`config.mk`:
```
export PLATFORM = sky130hd
export DESIGN_NAME = hash_table_quadratic_probe
export DESIGN_NICKNAME = d
export VERILOG_FILES = /design/src/rtl/htqp_pkg.sv /design/src/rtl/htqp_ram.sv /design/src/rtl/htqp_ctrl.sv /design/src/rtl/htqp_dp.sv /design/src/rtl/hash_table_quadratic_probe.sv
export SDC_FILE = /design/constraint.sdc
export NUM_CORES = 1
export LEC_CHECK = 0
export BUFFER_PORTS_ARGS = -buffer_cell sky130_fd_sc_hd__buf_2
export CORE_AREA = 3 3 250 252
export DETAILED_ROUTE_END_ITERATION = 10
export DIE_AREA = 0 0 253 255
export PLACE_DENSITY = 0.6
export RECOVER_POWER = 50
export SYNTH_ARGS = -nofsm -noshare
export SYNTH_HDL_FRONTEND = slang
export SYNTH_SLANG_ARGS = --single-unit
```
`constraint.sdc`:
```
create_clock -name clk_i -period 9.2 [get_ports clk_i]
set_input_delay 1.84 -clock clk_i [delete_from_list [all_inputs] [get_ports clk_i]]
set_output_delay 1.84 -clock clk_i [all_outputs]
set_load 0.05 [all_outputs]
```
`src/rtl/htqp_pkg.sv`:
```
// shared constants, payload types and control/status structs for the hash table
package htqp_pkg;

  localparam int Slots = 16;
  localparam int SlotW = $clog2(Slots);
  localparam int CntW  = $clog2(Slots + 1);
  localparam int KeyW  = 32;
  localparam int IdxW  = 4;

  typedef enum logic [1:0] {
    CMD_INSERT = 2'd0,
    CMD_SEARCH = 2'd1,
    CMD_DELETE = 2'd2
  } cmd_e;

  localparam logic OUTCOME_OK   = 1'b0;
  localparam logic OUTCOME_FAIL = 1'b1;

  typedef struct packed {
    logic [1:0]             command;
    logic signed [KeyW-1:0] key;
  } in_item_t;

  typedef struct packed {
    logic            outcome;
    logic [IdxW-1:0] slot_index;
  } out_item_t;

  typedef enum logic [1:0] {
    ST_IDLE,
    ST_INSERT,
    ST_SCAN,
    ST_DONE
  } state_e;

  // controller to datapath
  typedef struct packed {
    logic load;
    logic probe_step;
    logic scan_issue;
    logic commit_ok;
    logic commit_fail;
    logic emit;
  } ctrl_t;

  // datapath to controller
  typedef struct packed {
    logic probe_empty;
    logic probe_last;
    logic cmp_live;
    logic cmp_hit;
    logic cmp_last;
    logic scan_done;
    logic out_free;
  } stat_t;

endpackage

```
`src/rtl/htqp_ram.sv`:
```
// generic single-write, single-read ram with registered read data
module htqp_ram #(
  parameter int Width = 32,
  parameter int Depth = 16
) (
  input  logic                     clk_i,
  input  logic                     we_i,
  input  logic [$clog2(Depth)-1:0] waddr_i,
  input  logic [Width-1:0]         wdata_i,
  input  logic [$clog2(Depth)-1:0] raddr_i,
  output logic [Width-1:0]         rdata_o
);

  logic [Width-1:0] mem_q [Depth];
  logic [Width-1:0] rdata_q;

  always_ff @(posedge clk_i) begin
    if (we_i) begin
      mem_q[waddr_i] <= wdata_i;
    end
    rdata_q <= mem_q[raddr_i];
  end

  assign rdata_o = rdata_q;

endmodule

```
`src/rtl/htqp_ctrl.sv`:
```
// sequencing state machine for insert probing and search/delete scanning
module htqp_ctrl (
  input  logic             clk_i,
  input  logic             rst_ni,
  input  logic             in_valid_i,
  input  logic [1:0]       in_cmd_i,
  input  htqp_pkg::stat_t  stat_i,
  output htqp_pkg::ctrl_t  ctrl_o,
  output logic             in_stall_o
);

  htqp_pkg::state_e state_q, state_d;
  logic scan_end;

  assign scan_end = stat_i.cmp_live && (stat_i.cmp_hit || stat_i.cmp_last);

  always_ff @(posedge clk_i or negedge rst_ni) begin
    if (!rst_ni) begin
      state_q <= htqp_pkg::ST_IDLE;
    end else begin
      state_q <= state_d;
    end
  end

  always_comb begin
    state_d = state_q;
    unique case (state_q)
      htqp_pkg::ST_IDLE: begin
        if (in_valid_i) begin
          if (in_cmd_i == htqp_pkg::CMD_INSERT) begin
            state_d = htqp_pkg::ST_INSERT;
          end else if (in_cmd_i == htqp_pkg::CMD_SEARCH ||
                       in_cmd_i == htqp_pkg::CMD_DELETE) begin
            state_d = htqp_pkg::ST_SCAN;
          end else begin
            state_d = htqp_pkg::ST_DONE;
          end
        end
      end
      htqp_pkg::ST_INSERT: begin
        if (stat_i.probe_empty || stat_i.probe_last) begin
          state_d = htqp_pkg::ST_DONE;
        end
      end
      htqp_pkg::ST_SCAN: begin
        if (scan_end) begin
          state_d = htqp_pkg::ST_DONE;
        end
      end
      htqp_pkg::ST_DONE: begin
        if (stat_i.out_free) begin
          state_d = htqp_pkg::ST_IDLE;
        end
      end
      default: state_d = htqp_pkg::ST_IDLE;
    endcase
  end

  always_comb begin
    ctrl_o     = '0;
    in_stall_o = 1'b1;
    unique case (state_q)
      htqp_pkg::ST_IDLE: begin
        in_stall_o         = 1'b0;
        ctrl_o.load        = in_valid_i;
        // unknown command code fails at once
        ctrl_o.commit_fail = in_valid_i &&
                             in_cmd_i != htqp_pkg::CMD_INSERT &&
                             in_cmd_i != htqp_pkg::CMD_SEARCH &&
                             in_cmd_i != htqp_pkg::CMD_DELETE;
      end
      htqp_pkg::ST_INSERT: begin
        ctrl_o.commit_ok   = stat_i.probe_empty;
        ctrl_o.commit_fail = !stat_i.probe_empty && stat_i.probe_last;
        ctrl_o.probe_step  = !stat_i.probe_empty && !stat_i.probe_last;
      end
      htqp_pkg::ST_SCAN: begin
        ctrl_o.commit_ok   = stat_i.cmp_live && stat_i.cmp_hit;
        ctrl_o.commit_fail = stat_i.cmp_live && !stat_i.cmp_hit && stat_i.cmp_last;
        ctrl_o.scan_issue  = !scan_end && !stat_i.scan_done;
      end
      htqp_pkg::ST_DONE: begin
        ctrl_o.emit = stat_i.out_free;
      end
      default: begin
        ctrl_o = '0;
      end
    endcase
  end

endmodule

```
`src/rtl/htqp_dp.sv`:
```
// key store, valid bits, probe/scan address generation and result registers
module htqp_dp (
  input  logic                clk_i,
  input  logic                rst_ni,
  input  htqp_pkg::in_item_t  in_item_i,
  input  htqp_pkg::ctrl_t     ctrl_i,
  output htqp_pkg::stat_t     stat_o,
  output logic                out_valid_o,
  input  logic                out_stall_i,
  output htqp_pkg::out_item_t out_item_o
);

  logic [htqp_pkg::KeyW-1:0]  key_q;
  logic [1:0]                 op_q;
  logic [htqp_pkg::SlotW-1:0] home_q, sq_q, cmp_slot_q;
  logic [htqp_pkg::CntW-1:0]  cnt_q;
  logic                       cmp_live_q, cmp_last_q, out_valid_q;
  logic [htqp_pkg::Slots-1:0] valid_q;
  htqp_pkg::out_item_t        res_q, out_q;

  logic [htqp_pkg::KeyW-1:0]  in_key, mag;
  logic [htqp_pkg::SlotW-1:0] home_w, probe_slot, scan_addr, commit_slot;
  logic [htqp_pkg::KeyW-1:0]  rd_key;
  logic                       is_insert, is_delete, ram_we;

  assign in_key = in_item_i.key;
  // most negative key wraps to magnitude 2^31 as an unsigned value
  assign mag    = in_key[htqp_pkg::KeyW-1] ? (htqp_pkg::KeyW'(0) - in_key) : in_key;
  assign home_w = htqp_pkg::SlotW'(mag % htqp_pkg::Slots);

  assign is_insert   = (op_q == htqp_pkg::CMD_INSERT);
  assign is_delete   = (op_q == htqp_pkg::CMD_DELETE);
  assign probe_slot  = home_q + sq_q;
  assign scan_addr   = home_q + htqp_pkg::SlotW'(cnt_q);
  assign commit_slot = is_insert ? probe_slot : cmp_slot_q;
  assign ram_we      = ctrl_i.commit_ok && is_insert;

  htqp_ram #(
    .Width (htqp_pkg::KeyW),
    .Depth (htqp_pkg::Slots)
  ) u_keys (
    .clk_i   (clk_i),
    .we_i    (ram_we),
    .waddr_i (probe_slot),
    .wdata_i (key_q),
    .raddr_i (scan_addr),
    .rdata_o (rd_key)
  );

  assign stat_o.probe_empty = !valid_q[probe_slot];
  assign stat_o.probe_last  = (cnt_q == htqp_pkg::CntW'(htqp_pkg::Slots - 1));
  assign stat_o.cmp_live    = cmp_live_q;
  assign stat_o.cmp_hit     = valid_q[cmp_slot_q] && (rd_key == key_q);
  assign stat_o.cmp_last    = cmp_last_q;
  assign stat_o.scan_done   = (cnt_q == htqp_pkg::CntW'(htqp_pkg::Slots));
  assign stat_o.out_free    = !out_valid_q || !out_stall_i;

  // control state
  always_ff @(posedge clk_i or negedge rst_ni) begin
    if (!rst_ni) begin
      valid_q     <= '0;
      cmp_live_q  <= 1'b0;
      out_valid_q <= 1'b0;
    end else begin
      cmp_live_q <= ctrl_i.scan_issue;
      if (ctrl_i.commit_ok && is_insert) begin
        valid_q[probe_slot] <= 1'b1;
      end else if (ctrl_i.commit_ok && is_delete) begin
        valid_q[cmp_slot_q] <= 1'b0;
      end
      if (ctrl_i.emit) begin
        out_valid_q <= 1'b1;
      end else if (!out_stall_i) begin
        out_valid_q <= 1'b0;
      end
    end
  end

  // payload
  always_ff @(posedge clk_i) begin
    if (ctrl_i.load) begin
      key_q  <= in_key;
      op_q   <= in_item_i.command;
      home_q <= home_w;
      cnt_q  <= '0;
      sq_q   <= '0;
    end else if (ctrl_i.probe_step) begin
      // (i+1)^2 = i^2 + 2i + 1
      cnt_q <= cnt_q + htqp_pkg::CntW'(1);
      sq_q  <= sq_q + htqp_pkg::SlotW'({cnt_q, 1'b1});
    end else if (ctrl_i.scan_issue) begin
      cnt_q <= cnt_q + htqp_pkg::CntW'(1);
    end
    if (ctrl_i.scan_issue) begin
      cmp_slot_q <= scan_addr;
      cmp_last_q <= (cnt_q == htqp_pkg::CntW'(htqp_pkg::Slots - 1));
    end
    if (ctrl_i.commit_ok) begin
      res_q.outcome    <= htqp_pkg::OUTCOME_OK;
      res_q.slot_index <= htqp_pkg::IdxW'(commit_slot);
    end else if (ctrl_i.commit_fail) begin
      res_q.outcome    <= htqp_pkg::OUTCOME_FAIL;
      res_q.slot_index <= '0;
    end
    if (ctrl_i.emit) begin
      out_q <= res_q;
    end
  end

  assign out_valid_o = out_valid_q;
  assign out_item_o  = out_q;

  a_insert_takes_empty: assert property (@(posedge clk_i) disable iff (!rst_ni)
    ctrl_i.commit_ok && is_insert |-> !valid_q[probe_slot])
    else $error("insert committed to an occupied slot");

  a_insert_sets_valid: assert property (@(posedge clk_i) disable iff (!rst_ni)
    ctrl_i.commit_ok && is_insert |=> valid_q[$past(probe_slot)])
    else $error("inserted slot not marked valid");

  a_hit_is_valid: assert property (@(posedge clk_i) disable iff (!rst_ni)
    ctrl_i.commit_ok && !is_insert |-> cmp_live_q && valid_q[cmp_slot_q])
    else $error("search or delete matched an empty slot");

  a_delete_clears: assert property (@(posedge clk_i) disable iff (!rst_ni)
    ctrl_i.commit_ok && is_delete |=> !valid_q[$past(cmp_slot_q)])
    else $error("deleted slot still valid");

  a_one_commit: assert property (@(posedge clk_i) disable iff (!rst_ni)
    !(ctrl_i.commit_ok && ctrl_i.commit_fail))
    else $error("success and failure committed together");

endmodule

```
`src/rtl/hash_table_quadratic_probe.sv`:
```
// top level of the open-addressed hash table with quadratic-probe insert
// Open-addressed table of 16 signed 32-bit keys, one valid bit per slot. Each
// item carries a command (insert, search, delete) and a key and yields exactly
// one result item: outcome 0 with the slot index on success, outcome 1 with
// index 0 if all probed slots are taken, the key is absent or command unknown.
// The home slot is |key| mod 16. Insert checks (home + i*i) mod 16 for i from
// 0 to 15 against the valid bits, one probe per cycle, and writes the key into
// the first empty slot without a duplicate check. Search and delete scan
// linearly from home with wrap-around; keys live in a single-port-read ram
// whose read is pipelined one slot ahead of the compare, so one slot is
// checked per cycle. Delete just clears the valid bit. An item is taken in the
// idle state; insert then probes up to 16 slots and search or delete scans up
// to 16 slots (an unknown command skips this step), and the result then moves
// to the output register, waiting while a stalled earlier result still holds
// the output register. Only one item is in flight; a new item is taken while
// the previous result still waits in the output register. Keys need no
// clearing after reset.
module hash_table_quadratic_probe (
  input  logic                clk_i,
  input  logic                rst_ni,
  // item in
  input  logic                in_valid_i,
  output logic                in_stall_o,
  input  htqp_pkg::in_item_t  in_item_i,
  // result out
  output logic                out_valid_o,
  input  logic                out_stall_i,
  output htqp_pkg::out_item_t out_item_o
);

  htqp_pkg::ctrl_t ctrl;
  htqp_pkg::stat_t stat;

  // sequencer: idle, insert probing, search/delete scan, result hand-off
  htqp_ctrl u_ctrl (
    .clk_i      (clk_i),
    .rst_ni     (rst_ni),
    .in_valid_i (in_valid_i),
    .in_cmd_i   (in_item_i.command),
    .stat_i     (stat),
    .ctrl_o     (ctrl),
    .in_stall_o (in_stall_o)
  );

  // key ram, valid bits, slot address math and the output register
  htqp_dp u_dp (
    .clk_i       (clk_i),
    .rst_ni      (rst_ni),
    .in_item_i   (in_item_i),
    .ctrl_i      (ctrl),
    .stat_o      (stat),
    .out_valid_o (out_valid_o),
    .out_stall_i (out_stall_i),
    .out_item_o  (out_item_o)
  );

endmodule
```
# After elaboration in Yosys (flattened, before gate mapping)
# Memories as Yosys holds them, arrays and structs flattened. A register that Yosys moved wholly into a read port is not among the register bits.
# Index checks and enable logic that the tools add are counted.
dict set report word_totals {
  memories 1
  out_inout_bits 7
  reg_bits 82
  input_bits 38
  wordCells 112
  mem_bits_rw 512
}
# name depth width read_ports rd_clocked_by_memory_dff write_ports line_no
set mem_list {}
lappend mem_list {u_dp.u_keys.mem_q 16 32 1 1 1 htqp_ram.sv:14} ;# logic [Width-1:0] mem_q [Depth];
dict set report op_classes {
  add_sub_neg 5
  reduce_logical 34
  eq_ne 16
  muxes 34
  magnitude_cmp 4
  bitwise_logic 3
}
# operator count
set op_table {}
lappend op_table {{$eq 32x32->1} 1}
lappend op_table {{$mux 16} 2}
lappend op_table {{$and 16x16->16} 1}
lappend op_table {{$mux 4} 4}
lappend op_table {{$not 16->16} 1}
lappend op_table {{$or 16x16->16} 1}
lappend op_table {{$logic_and 1x1->1} 15}
lappend op_table {{$mux 1} 14}
lappend op_table {{$add 4x4->4} 3}
lappend op_table {{$lt 4x5->1 const B} 2}
lappend op_table {{$mux 2} 5}
lappend op_table {{$mux 5} 2}
lappend op_table {{$ne 2x1->1 const B} 5}
lappend op_table {{$bmux 1 s4} 2}
lappend op_table {{$demux 1 s4} 2}
lappend op_table {{$eq 2x2->1 const B} 4}
lappend op_table {{$ge 4x1->1 const B} 2}
lappend op_table {{$pmux 2 s4} 1}
lappend op_table {{$reduce_bool 2->1} 4}
lappend op_table {{$logic_not 1->1} 7}
lappend op_table {{$logic_not 2->1} 3}
lappend op_table {{$add 5x1->5 const B} 1}
lappend op_table {{$eq 5x4->1 const B} 1}
lappend op_table {{$eq 5x5->1 const B} 1}
lappend op_table {{7 further kinds} 12}

# Logic depth before layout (Yosys ltp)
# Gate-level depths: netlist of the first run.
dict set report depth {
  word_depth 10
  ltp_mapped 10
  mapped_depth_nobuf 8
}

# Modules after synthesis
# Synthesis of the first run repeated with hierarchy kept, for this count alone.
dict set report unflattened {
  hier_cells 1171
  hier_area_um2 24068.1
}
# module seq_area_each_um2 area_each_um2 instances cells_each
set modules_own_cells {}
lappend modules_own_cells {htqp_ram 16015.4 19836.5 1 838}
lappend modules_own_cells {htqp_dp 2182.1 3885.0 1 297}
lappend modules_own_cells {htqp_ctrl 50.0 346.6 1 36}

# Worst setup path after synthesis of the first run
# Ideal clock, no wire load.
dict set report synth_path {
  path_kind {flip-flop to flip-flop}
  start {reg u_dp.home_q[0] (netlist name)}
  end {reg u_dp.valid_q[0] (netlist name)}
  setup_slack_ps 2824
  required_time_ps 9123
  setup_time_ps 77
  stages_incl_launch_ff 11
  n_path_buf 2
  period_less_slack_ps 6376
  t_arrival_ps 6300
  path_cell_list {edfxtp_1 > ha_1 > fa_1 > buf_2 > mux4_2 > inv_1 > mux4_2 > a32oi_4 > buf_2 > nor4_1 > o32a_1}
}
dict set report synth_between {
  elab_chain_len 7
  elab_cells_between_ends 15
  classes_between {add/sub: 1; order compare: 2; mux: 6; bitwise: 1; reduce/logical: 5}
}
# item line_no
set synth_lines {}
lappend synth_lines {{start, declared} htqp_dp.sv:15} ;# logic [htqp_pkg::SlotW-1:0] home_q, sq_q, cmp_slot_q;
lappend synth_lines {{start signal, assigned} htqp_dp.sv:84} ;# home_q <= home_w;
lappend synth_lines {{$add 4x4->4 (*)} htqp_dp.sv:33} ;# assign probe_slot = home_q + sq_q;
lappend synth_lines {{$lt 4x5->1 (implied by the code), or another cell as far along} htqp_dp.sv:67} ;# valid_q[probe_slot] <= 1'b1;
lappend synth_lines {{$logic_and 1x1->1 (implied by the code) / $mux 1 (equally long branches)} {htqp_dp.sv:67, htqp_dp.sv:50}}
lappend synth_lines {{$mux 1 (implied by the code) / $logic_not 1->1 (equally long branches)} {htqp_dp.sv:67, htqp_dp.sv:50}}
lappend synth_lines {{$demux 1 s4 / $pmux 1 s2 (equally long branches)} --}
lappend synth_lines {{$or 16x16->16 (no line), or another cell as far along} --}
lappend synth_lines {{$mux 16 / $reduce_bool 2->1 (equally long branches)} --}
lappend synth_lines {{end signal, assigned} htqp_dp.sv:61} ;# valid_q <= '0;
lappend synth_lines {{end signal, assigned by index} htqp_dp.sv:67}
lappend synth_lines {{end signal, assigned by index} htqp_dp.sv:69} ;# valid_q[cmp_slot_q] <= 1'b0;
lappend synth_lines {{end, declared} htqp_dp.sv:18} ;# logic [htqp_pkg::Slots-1:0] valid_q;
# Every way passes the cells marked *; elsewhere a longest branch is shown, timed or not. The select of a mux whose other input is x is not followed.
# A chain may end at the register's enable or synchronous reset.

# Final worst setup path of the first run
dict set report layout_path {
  start {reg u_dp.home_q[0] (netlist name)}
  end {reg u_dp.u_keys.rdata_q[22], in the netlist u_dp.u_keys.rdata_o[22] (read register of u_dp.u_keys.mem_q)}
}
dict set report layout_between {
  elab_chain_len 1
}
# item line_no
set layout_lines {}
lappend layout_lines {{$add 4x4->4} htqp_dp.sv:34} ;# assign scan_addr = home_q + htqp_pkg::SlotW'(cnt_q);
lappend layout_lines {{net u_dp.scan_addr (one bit)} htqp_dp.sv:22} ;# logic [htqp_pkg::SlotW-1:0] home_w, probe_slot, scan_addr, commit_slot;
lappend layout_lines {{end, declared} htqp_ram.sv:15} ;# logic [Width-1:0] rdata_q;
# The timed path passes the listed nets, and every way through them passes these cells.

==> impl_metrics.tcl, run 1 <==
set metrics [dict create \
    critical_path.startpoint_type "register" \
    number_of_gates_resized_after_cts 0 \
    slew_headroom -1.183 \
    maxSlewViolCount 126 \
    fin_total_pwr_mw 8.833 \
    postRouteAntennaNets 0 \
    wire_per_inst_um 24.01 \
    place.detailed.hpwl_mm 28.89 \
    layout_common_cells "sky130_fd_sc_hd__edfxtp_1, sky130_fd_sc_hd__nand2_1, sky130_fd_sc_hd__mux4_2" \
    violations "capacitance limit, slew limit" \
    yosys_warnings 0 \
    synth.cell_area_um2 24200 \
    synth_simple_gate_area_frac 0.04649 \
    cts_hold_buf 0 \
    dominantRegCellSynth "sky130_fd_sc_hd__edfxtp_1" \
    leakagePower_nw 9.091 \
    cts_made_buffers 61 \
    clock_insertion_delay_worst_skew_ps 620 \
    synth_compound_gate_area_share 0.02668 \
    synthesis.area_per_instance_um2 19.39 \
    design.die.area_um2 64520 \
    ctsRootBufferMaster "sky130_fd_sc_hd__clkbuf_16" \
    layout.filler_cells 5113 \
    core_region_area_um2 60360 \
    timing.critical_path.to_type "register" \
    cellPowerDensity_nw_per_um2 320.4 \
    synth_top_family_by_area "multiplexers" \
    synthToLayoutAreaGrowth_pct 13.92 \
    fmaxAchievable_mhz 177.3 \
    clock_tree_from_tritoncts "yes" \
    h_tree_depth 2 \
    drt_first_iter_violations 1044 \
    synth.yosys.seq_area_share 0.7541 \
    max-vdd-ir-drop_mv 0.2947 \
    grt_max_degree 94 \
    place_congestion 0.8149 \
    multi_input_area_um2 5741 \
    timing.final.hold_violations 0 \
    die_w_um 253 \
    detailedPlace.worstSlack_ps 4440 \
    postSynthNetCount 1309 \
    grt_pass1_wl_mm 78.66 \
    global_route.overflow_total 0 \
    firstDrtPassIters 5 \
    die_height_um 255 \
    clockBufferDepth 3 \
    drive_gt1_frac 0.2233 \
    worstSetupPathType "reg2reg" \
    setup_slack_ps 3558 \
    synth-edff-count 563 \
    grt_use_total 0.1647 \
    totalWireLength_mm 52.10 \
    final_cell_area_um2 27570 \
    critical_path_peak_fanout 57 \
    crit_required_ps 9680 \
    mostFrequentLayoutCell "sky130_fd_sc_hd__edfxtp_1" \
    worstHoldPathType "reg2reg" \
    placedInstanceArea_um2 25610 \
    post_synth_inst_count 1248 \
    yosys.area_share.xor_xnor 0.01696 \
    rows 90 \
    period_share 0.6132 \
    antennaDiodeCount 0 \
    finalSetupViolCount 0 \
    number_of_i_o_port_buffers 44 \
    cts_num_sinks 625 \
    design.portCount 45 \
    clkTransAtPathRegs_ps 60 \
    critPathArrivalTime_ps 6120 \
    post-route-drc-count 0 \
    register_area_um2 18250 \
    final.setup.tns_ps 0 \
    nNetsFinal 1396 \
    via_count_of_the_first_global_routing_pass 12240 \
    status "finished with violations" \
    worst_clock_skew_ps 21.37 \
    post-cts-setup-buffer-count 0 \
    synthMuxAreaShare 0.1295 \
    post_synth_fa_ha_maj_area_fraction 0.01282 \
    worst_slew_pin_slew_ps 3270 \
    antenna_found_initial 0 \
    period_minus_slack_ps 5642 \
    async_reset_ff_frac 0.03200 \
    worst_hold_slack_ps 422.2 \
    yosys_register_bits 625 \
    routed-via-count 11780 \
    setup_repair_after_global_routing_missed_its_margin "false" \
    via_density 5.426 \
    max_cap_violations 3 \
    effective_utilization_at_floorplan 0.4009 \
    synth_cell_types 48 \
]
sequential cells by signal, summed over array words and instances, names as in the netlist:
signal	count
u_dp.cnt_q	5
u_dp.cmp_live_q	1
u_dp.op_q	2
u_dp.res_q	5
u_dp.u_keys.mem_q	512
u_dp.cmp_slot_q	4
u_ctrl.state_q	2
u_dp.home_q	4
u_dp.u_keys.rdata_o	32
u_dp.out_valid_o	1
u_dp.sq_q	4
u_dp.cmp_last_q	1
u_dp.valid_q	16
u_dp.key_q	31
u_dp.out_item_o	5
report_power, final:
group / switching [mW] / internal [mW]
Clock: 1.03 / 1.49
Combinational: 1.51 / 1.22
Sequential: 0.188 / 3.40
Total: 2.73 / 6.11
worst max-delay path, stage by stage (launching register included):
cell and delay [ps]:
sky130_fd_sc_hd__edfxtp_1 650, sky130_fd_sc_hd__ha_1 340, sky130_fd_sc_hd__fa_1 2730, sky130_fd_sc_hd__buf_4 900
sky130_fd_sc_hd__mux4_2 420, sky130_fd_sc_hd__nand2_1 90, sky130_fd_sc_hd__and3_1 230, sky130_fd_sc_hd__a31oi_1 60
Yosys cell counts (18+ instances only):
master / count / share of area
sky130_fd_sc_hd__edfxtp_1: 563 / 0.70
sky130_fd_sc_hd__and3_1: 35 / 0.0090
sky130_fd_sc_hd__clkbuf_1: 35 / 0.0054
sky130_fd_sc_hd__dfxtp_1: 42 / 0.035
sky130_fd_sc_hd__nand2_1: 141 / 0.022
sky130_fd_sc_hd__a31oi_1: 34 / 0.0088
sky130_fd_sc_hd__xor2_1: 35 / 0.013
sky130_fd_sc_hd__ha_1: 20 / 0.010
sky130_fd_sc_hd__buf_1: 18 / 0.0028
sky130_fd_sc_hd__inv_1: 23 / 0.0036
sky130_fd_sc_hd__dfrtp_1: 20 / 0.021
sky130_fd_sc_hd__mux4_2: 137 / 0.13
sky130_fd_sc_hd__nor4_1: 20 / 0.0052
metal layers:
layer | GRT usage | part of all wire | vias to the layer above
met4 | 0.05124 | 0.030 | 0
met3 | 0.03018 | 0.045 | 93
met5 | 0 | 0 | -
met1 | 0.2313 | 0.44 | 6202
met2 | 0.2646 | 0.48 | 295
li1 | - | - | 5185
cells by family after synthesis:
kind of cell | count (synthesis)
fa+ha+maj | 23
simple gates | 241
compound gates | 89
xor+xnor | 46
buf+inv | 84
mux | 140
flops | 625
path summary, 6_finish.rpt:
kind                                              from                         endpoint  slack, ps  depth (start not counted)
setup / recovery              u_dp.home_q[0]$_DFFE_PP_  u_dp.u_keys.rdata_o[22]$_DFF_P_       3560                          7
max in group asynchronous                       rst_ni     u_dp.valid_q[14]$_DFFE_PN0P_       7050                          1
setup reg to reg              u_dp.home_q[0]$_DFFE_PP_  u_dp.u_keys.rdata_o[22]$_DFF_P_       3560                          7
hold reg to reg            u_dp.res_q[3]$_SDFFCE_PN0P_     u_dp.out_item_o[3]$_DFFE_PP_        420                          0
min in group asynchronous                       rst_ni        u_dp.cmp_live_q$_DFF_PN0_       1450                          1
hold / removal             u_dp.res_q[3]$_SDFFCE_PN0P_     u_dp.out_item_o[3]$_DFFE_PP_        420                          0
per-stage QoR:
stage | cells | util
final | 2170 | 0.4567
after global routing | 2170 | 0.4567
after CTS | 2170 | 0.4581
after detailed placement | 2054 | 0.4243
after global placement | 2054 | 0.4243
after floorplan | 1248 | -
cell type report:
class,instances,share of cell area
Timing Repair Buffer,84,0.01702
Tap cell,782,0.03550
Clock buffer,87,0.06228
Clock inverter,29,0.01171
Inverter,24,0.003268
Multi-Input combinational cell,539,0.2083
Sequential cell,625,0.6620
No activity file was read; power rests on OpenSTA's default activity.
==> run 2: changes to the inputs <==
PLACE_DENSITY = 0.62   (was 0.6)
clock period = 5 ns   (was 9.2 ns; I/O delays follow)
==> run 2 against run 1 <==
The run still ends with capacitance limit, slew limit left. Sequential cell count unchanged. Sequential power increased by 86%. Core utilization decreased by 0.14 points. First-iteration DRC count decreased by 9.6%. Register-to-register slack got worse by 2900 ps. Critical endpoint is now u_dp.valid_q[0]$_DFFE_PN0P_.
==> impl_metrics.tcl, run 2 (synthesized netlist as in run 1, its figures left out) <==
set metrics [dict create \
    timing.final.hold_violations 0 \
    worst_slew_pin_slew_ps 2470 \
    dpl.cell_count 2055 \
    cellPowerDensity_nw_per_um2 579.2 \
    path_buf_inv 1 \
    totalWireLength_mm 51.28 \
    post-route-drc-count 0 \
    nNetsFinal 1397 \
    mostFrequentLayoutCell "sky130_fd_sc_hd__edfxtp_1" \
    max-vdd-ir-drop_mv 0.3466 \
    grt_max_degree 65 \
    worst_clock_skew_ps 27.22 \
    die_w_um 253 \
    critical_path.startpoint_type "register" \
    cts_made_buffers 61 \
    crit_required_ps 5500 \
    clkTransAtPathRegs_ps 60 \
    max_cap_violations 2 \
    cts_num_sinks 625 \
    routed-via-count 11770 \
    slew_headroom -0.6464 \
    period_share 0.8652 \
    core_region_area_um2 60360 \
    setup_repair_after_global_routing_missed_its_margin "false" \
    clock_insertion_delay_worst_skew_ps 620 \
    postRouteAntennaNets 0 \
    wire_per_inst_um 23.65 \
    number_of_i_o_port_buffers 44 \
    layout_common_cells "sky130_fd_sc_hd__edfxtp_1, sky130_fd_sc_hd__nand2_1, sky130_fd_sc_hd__mux4_2" \
    post-cts-setup-buffer-count 0 \
    rows 90 \
    leakagePower_nw 9.060 \
    path_delay_family "compound AO/OA/AOI/OAI gates" \
    antenna_found_initial 0 \
    top_register "u_dp.u_keys.mem_q" \
    placedInstanceArea_um2 25670 \
    antennaDiodeCount 0 \
    worstHoldPathType "reg2reg" \
    number_of_gates_resized_after_cts 0 \
    cts_hold_buf 0 \
    grt_use_total 0.1614 \
    critical_path.max_stage_delay_ps 950 \
    place_congestion 0.8097 \
    final.setup.tns_ps 0 \
    period_minus_slack_ps 4326 \
    design.portCount 45 \
    die_height_um 255 \
    effective_utilization_at_floorplan 0.4009 \
    h_tree_depth 2 \
    drive_gt1_frac 0.2251 \
    finalSetupViolCount 0 \
    status "finished with violations" \
    global_route.overflow_total 0 \
    clock_tree_from_tritoncts "yes" \
    place.detailed.hpwl_mm 29.11 \
    largest_register_ff_count 512 \
    grt_pass1_wl_mm 77.91 \
    crit_path_cell_trace "ha_1 > a21o_1 > a21oi_4 > xor2_2 > mux4_2 > a32oi_4 > nor4_2 > buf_4 > o32a_1" \
    worstSetupPathType "reg2reg" \
    drt_first_iter_violations 944 \
    fmaxAchievable_mhz 231.2 \
    violations "capacitance limit, slew limit" \
    via_density 5.431 \
    timing.critical_path.to_type "register" \
    via_count_of_the_first_global_routing_pass 12490 \
    maxSlewViolCount 65 \
    ctsRootBufferMaster "sky130_fd_sc_hd__clkbuf_16" \
    critical_path_peak_fanout 26 \
    critPathArrivalTime_ps 4820 \
    final_cell_area_um2 27480 \
    synthToLayoutAreaGrowth_pct 13.56 \
    firstDrtPassIters 5 \
    clockBufferDepth 3 \
    master_of_the_slowest_instance_on_the_critical_path "sky130_fd_sc_hd__a32oi_4" \
    design.die.area_um2 64520 \
    final_cell_count_no_fill 2168 \
]
run 2: cell count changes in the layout (fill, tap and decap cells not counted), sizes merged:
cell,change
clkbuf,-13
clkinvlp,+1
clkinv,+5
bufinv,-4
buf,+9
run 2: cell type report:
cell class | count | area (um^2)
fillers | 5143 | 32880
flip-flops and latches | 625 | 18250
multi-input cells | 539 | 5753
clock buffers | 82 | 1645
well taps | 782 | 978.4
repair buffers | 85 | 536.8
clock inverters | 31 | 227.7
inverters | 24 | 90.09
run 2: worst paths after layout:
path | cells after the start | start | to | slack [ps]
setup / recovery | 9 | u_dp.home_q[1]$_DFFE_PP_ | u_dp.valid_q[0]$_DFFE_PN0P_ | 670
hold / removal | 0 | u_dp.res_q[0]$_SDFFCE_PN0P_ | u_dp.out_item_o[0]$_DFFE_PP_ | 420
setup reg to reg | 9 | u_dp.home_q[1]$_DFFE_PP_ | u_dp.valid_q[0]$_DFFE_PN0P_ | 670
hold reg to reg | 0 | u_dp.res_q[0]$_SDFFCE_PN0P_ | u_dp.out_item_o[0]$_DFFE_PP_ | 420
max in group asynchronous | 1 | rst_ni | u_dp.valid_q[11]$_DFFE_PN0P_ | 3670
min in group asynchronous | 1 | rst_ni | u_dp.out_valid_o$_DFFE_PN0P_ | 610
run 2: stage by stage:
step | setup slack, ps | hold slack [ps] | power [mW] | util
detailed placement | 666.7 | 404.5 | 11.80 | 0.4252
floorplan | -1376 | 400.3 | 10.22 | -
finish | 674.2 | 417.3 | 15.92 | 0.4553
global route | 314.7 | 422.0 | 16.74 | 0.4553
global placement | 708.7 | 423.5 | 11.76 | 0.4252
CTS | 644.1 | 320.3 | 16.15 | 0.4563
run 2: power breakdown:
group / total, mW / switching, mW / internal, mW
Sequential: 6.65 / 0.397 / 6.25
Clock: 4.32 / 1.87 / 2.45
Combinational: 4.95 / 2.72 / 2.23
run 2: per-layer routing:
metal	global-route usage	part of all wire	vias to the layer above
met5	0	0	-
met4	0.03576	0.016	0
met3	0.02896	0.048	65
met2	0.2690	0.49	260
met1	0.2245	0.44	6263
li1	-	-	5186
==> run 3: changes to the inputs <==
SYNTH_HIERARCHICAL = 1   (was not set)
==> run 3 against run 2 <==
The run still ends with capacitance limit, slew limit left. Clock skew shrank 6.9 ps. Critical path depth grew 3. Clock power is essentially flat. Power grew 0.90%. Hold slack gained 9.6 ps. Fmax shrank 5.8%. Non-clock buffer count grew 17. Sequential share of layout area shrank 0.14 points. Sequential power shrank 1%. Synthesized cell count shrank 6.2%. Highest routed layer is now met5.
==> impl_metrics.tcl, run 3 <==
set metrics [dict create \
    regToRegSetupSlack_ps 410 \
    postSynthNetCount 1232 \
    critPathArrivalTime_ps 4830 \
    h_tree_depth 2 \
    antenna_found_initial 1 \
    cts_hold_buf 0 \
    via_count_of_the_first_global_routing_pass 12050 \
    layout.filler_cells 5102 \
    synth_cell_types 58 \
    synthesis.area_per_instance_um2 20.55 \
    number_of_gates_resized_after_cts 0 \
    final_cell_count_no_fill 2114 \
    synth_top_cells_by_count "sky130_fd_sc_hd__edfxtp_1, sky130_fd_sc_hd__mux4_2, sky130_fd_sc_hd__a22oi_1" \
    finalSetupViolCount 0 \
    power.sequential.fraction 0.409 \
    via_density 5.497 \
    grt_max_degree 63 \
    post-route-drc-count 0 \
    mostFrequentLayoutCell "sky130_fd_sc_hd__edfxtp_1" \
    netSwitchingPower_mw 5.139 \
    place_congestion 0.8186 \
    clkTransAtPathRegs_ps 60 \
    synth_most_common_cell "sky130_fd_sc_hd__edfxtp_1" \
    critical_path_peak_fanout 32 \
    post-cts-setup-buffer-count 0 \
    design.portCount 45 \
    period_minus_slack_ps 4591 \
    yosys_register_bits 625 \
    postRouteAntennaNets 0 \
    design.die.area_um2 64520 \
    finalCoreUtilization 0.4563 \
    worst_slew_pin_slew_ps 3100 \
    rows 90 \
    number_of_i_o_port_buffers 44 \
    switching_part_of_the_total 0.3200 \
    setup_repair_after_global_routing_missed_its_margin "false" \
    detailedPlace.worstSlack_ps 483.9 \
    core_region_area_um2 60360 \
    die_w_um 253 \
    violations "capacitance limit, slew limit" \
    dpl.cell_count 1999 \
    die_height_um 255 \
    worst_hold_slack_ps 426.9 \
    worstSetupPathType "reg2reg" \
    synthToLayoutAreaGrowth_pct 14.42 \
    crit_required_ps 5240 \
    nNetsFinal 1341 \
    setup_slack_ps 409.1 \
    synth_largest_type_area_fraction 0.7024 \
    leakagePower_nw 8.962 \
    post_synth_inst_count 1171 \
    grt_use_total 0.1650 \
    largest_register_ff_count 512 \
    synth-edff-count 563 \
    top_register "u_dp/u_keys/mem_q" \
    critical_path.startpoint_type "register" \
    clockBufferDepth 3 \
    max_cap_violations 2 \
    max-vdd-ir-drop_mv 0.6033 \
    drive_gt1_frac 0.2492 \
    drt_first_iter_violations 1031 \
    clock_power_share 0.271 \
    totalWireLength_mm 52.39 \
    clock_insertion_delay_worst_skew_ps 610 \
    slew_headroom -1.068 \
    internal_power_summed_over_all_cells_mw 10.92 \
    firstDrtPassIters 5 \
    worst_clock_skew_ps 20.37 \
    timing.critical_path.to_type "register" \
    yosys_warnings 6 \
    clock_tree_from_tritoncts "yes" \
    final.setup.tns_ps 0 \
    status "finished with violations" \
    synth.yosys.seq_area_share 0.7582 \
    grt_pass1_wl_mm 78.19 \
    synth.top_cells.by_area "sky130_fd_sc_hd__edfxtp_1, sky130_fd_sc_hd__mux4_2, sky130_fd_sc_hd__dfxtp_1, sky130_fd_sc_hd__dfrtp_1, sky130_fd_sc_hd__a22oi_1" \
    cellPowerDensity_nw_per_um2 583.2 \
    wire_per_inst_um 24.78 \
    place.detailed.hpwl_mm 29.64 \
    timing.final.hold_violations 0 \
    fmaxAchievable_mhz 217.8 \
    dominantRegCellSynth "sky130_fd_sc_hd__edfxtp_1" \
    worstHoldPathType "reg2reg" \
    synth.largest_area_cell "sky130_fd_sc_hd__edfxtp_1" \
    ctsRootBufferMaster "sky130_fd_sc_hd__clkbuf_16" \
    power_frac_comb 0.320 \
    maxSlewViolCount 67 \
    cts_num_sinks 625 \
    cts_made_buffers 61 \
    async_reset_ff_frac 0.03200 \
    routed-via-count 11620 \
    synth.cell_area_um2 24070 \
    effective_utilization_at_floorplan 0.3988 \
    global_route.overflow_total 0 \
    layout_common_cells "sky130_fd_sc_hd__edfxtp_1, sky130_fd_sc_hd__mux4_2, sky130_fd_sc_hd__a22oi_1" \
    antennaDiodeCount 0 \
    period_share 0.9182 \
]
run 3: changes by cell type in the layout (fill, tap and decap cells not counted), moves of 12 or more:
cell / change
sky130_fd_sc_hd__and3_1: -33
sky130_fd_sc_hd__nor2_4: +13
sky130_fd_sc_hd__a31oi_1: -33
sky130_fd_sc_hd__nand2_1: -88
sky130_fd_sc_hd__a22oi_1: +63
sky130_fd_sc_hd__nor4_2: -12
run 3: cells by family after synthesis:
logic type / Yosys count / synth area share
AOI/OAI and AO/OA: 113 / 0.03540
xor gates and xnor gates: 44 / 0.01601
adders and majority gates: 23 / 0.01289
buffers and inverters: 74 / 0.01445
DFF: 625 / 0.7582
muxes: 142 / 0.1307
and+or+nand+nor: 150 / 0.03239
run 3: final timing paths:
kind | start | cells after the start | endpoint
max in group asynchronous | rst_ni | 1 | u_dp/valid_q[8]$_DFFE_PN0P_
worst max-delay path | u_dp/key_q[19]$_DFFE_PP_ | 12 | u_dp/u_keys/mem_q[0][17]$_DFFE_PP_
worst max register to register | u_dp/key_q[19]$_DFFE_PP_ | 12 | u_dp/u_keys/mem_q[0][17]$_DFFE_PP_
worst min register to register | u_dp/res_q[2]$_SDFFCE_PN0P_ | 0 | u_dp/out_item_o[2]$_DFFE_PP_
worst min-delay path | u_dp/res_q[2]$_SDFFCE_PN0P_ | 0 | u_dp/out_item_o[2]$_DFFE_PP_
min in group asynchronous | rst_ni | 1 | u_ctrl/state_q[0]$_DFFE_PN0P_
run 3: routing by layer:
layer	share of wire	GRT usage	vias to the layer above
met4	0.017	0.03740	2
met2	0.48	0.2653	317
met1	0.44	0.2343	6210
met3	0.057	0.03465	71
met5	0.00017	0	-
li1	-	-	5020
run 3: power by group through the flow:
stage	Clock (mW)	Combinational, mW	Sequential, mW
after detailed placement	0	5.23	6.67
after CTS	4.47	5.24	6.57
after global routing	4.71	5.56	6.62
after global placement	0	5.18	6.66
final	4.35	5.14	6.57
after floorplan	0	3.67	6.65
run 3: worst max-delay path: stages, from the launching register on:
cell and delay, ps:
sky130_fd_sc_hd__edfxtp_1 320, sky130_fd_sc_hd__clkbuf_1 600, sky130_fd_sc_hd__xor2_1 260, sky130_fd_sc_hd__nor4_1 350, sky130_fd_sc_hd__nand4_1 280, sky130_fd_sc_hd__nor3_2 390, sky130_fd_sc_hd__a32oi_1 150, sky130_fd_sc_hd__nor2b_1 200
sky130_fd_sc_hd__inv_2 90, sky130_fd_sc_hd__nor3_2 260, sky130_fd_sc_hd__or3b_2 620, sky130_fd_sc_hd__nor3_4 150, sky130_fd_sc_hd__buf_4 490
run 3: area by class of cell:
class,count,area [um^2],share of cell area
Tap cell,782,978.4,0.03553
Inverter,18,72.57,0.002635
Timing Repair Buffer,102,720.7,0.02617
Clock buffer,79,1664,0.06043
Clock inverter,36,242.7,0.008814
Sequential cell,625,18250,0.6626
Multi-Input combinational cell,472,5613,0.2038
run 3: through the flow:
step	instance area [um^2]	power (mW)
3_5_place_dp	25730	11.90
5_1_grt	27540	16.88
6_report	27540	16.06
3_3_place_gp	25730	11.84
2_1_floorplan	24080	10.32
4_1_cts	27640	16.28
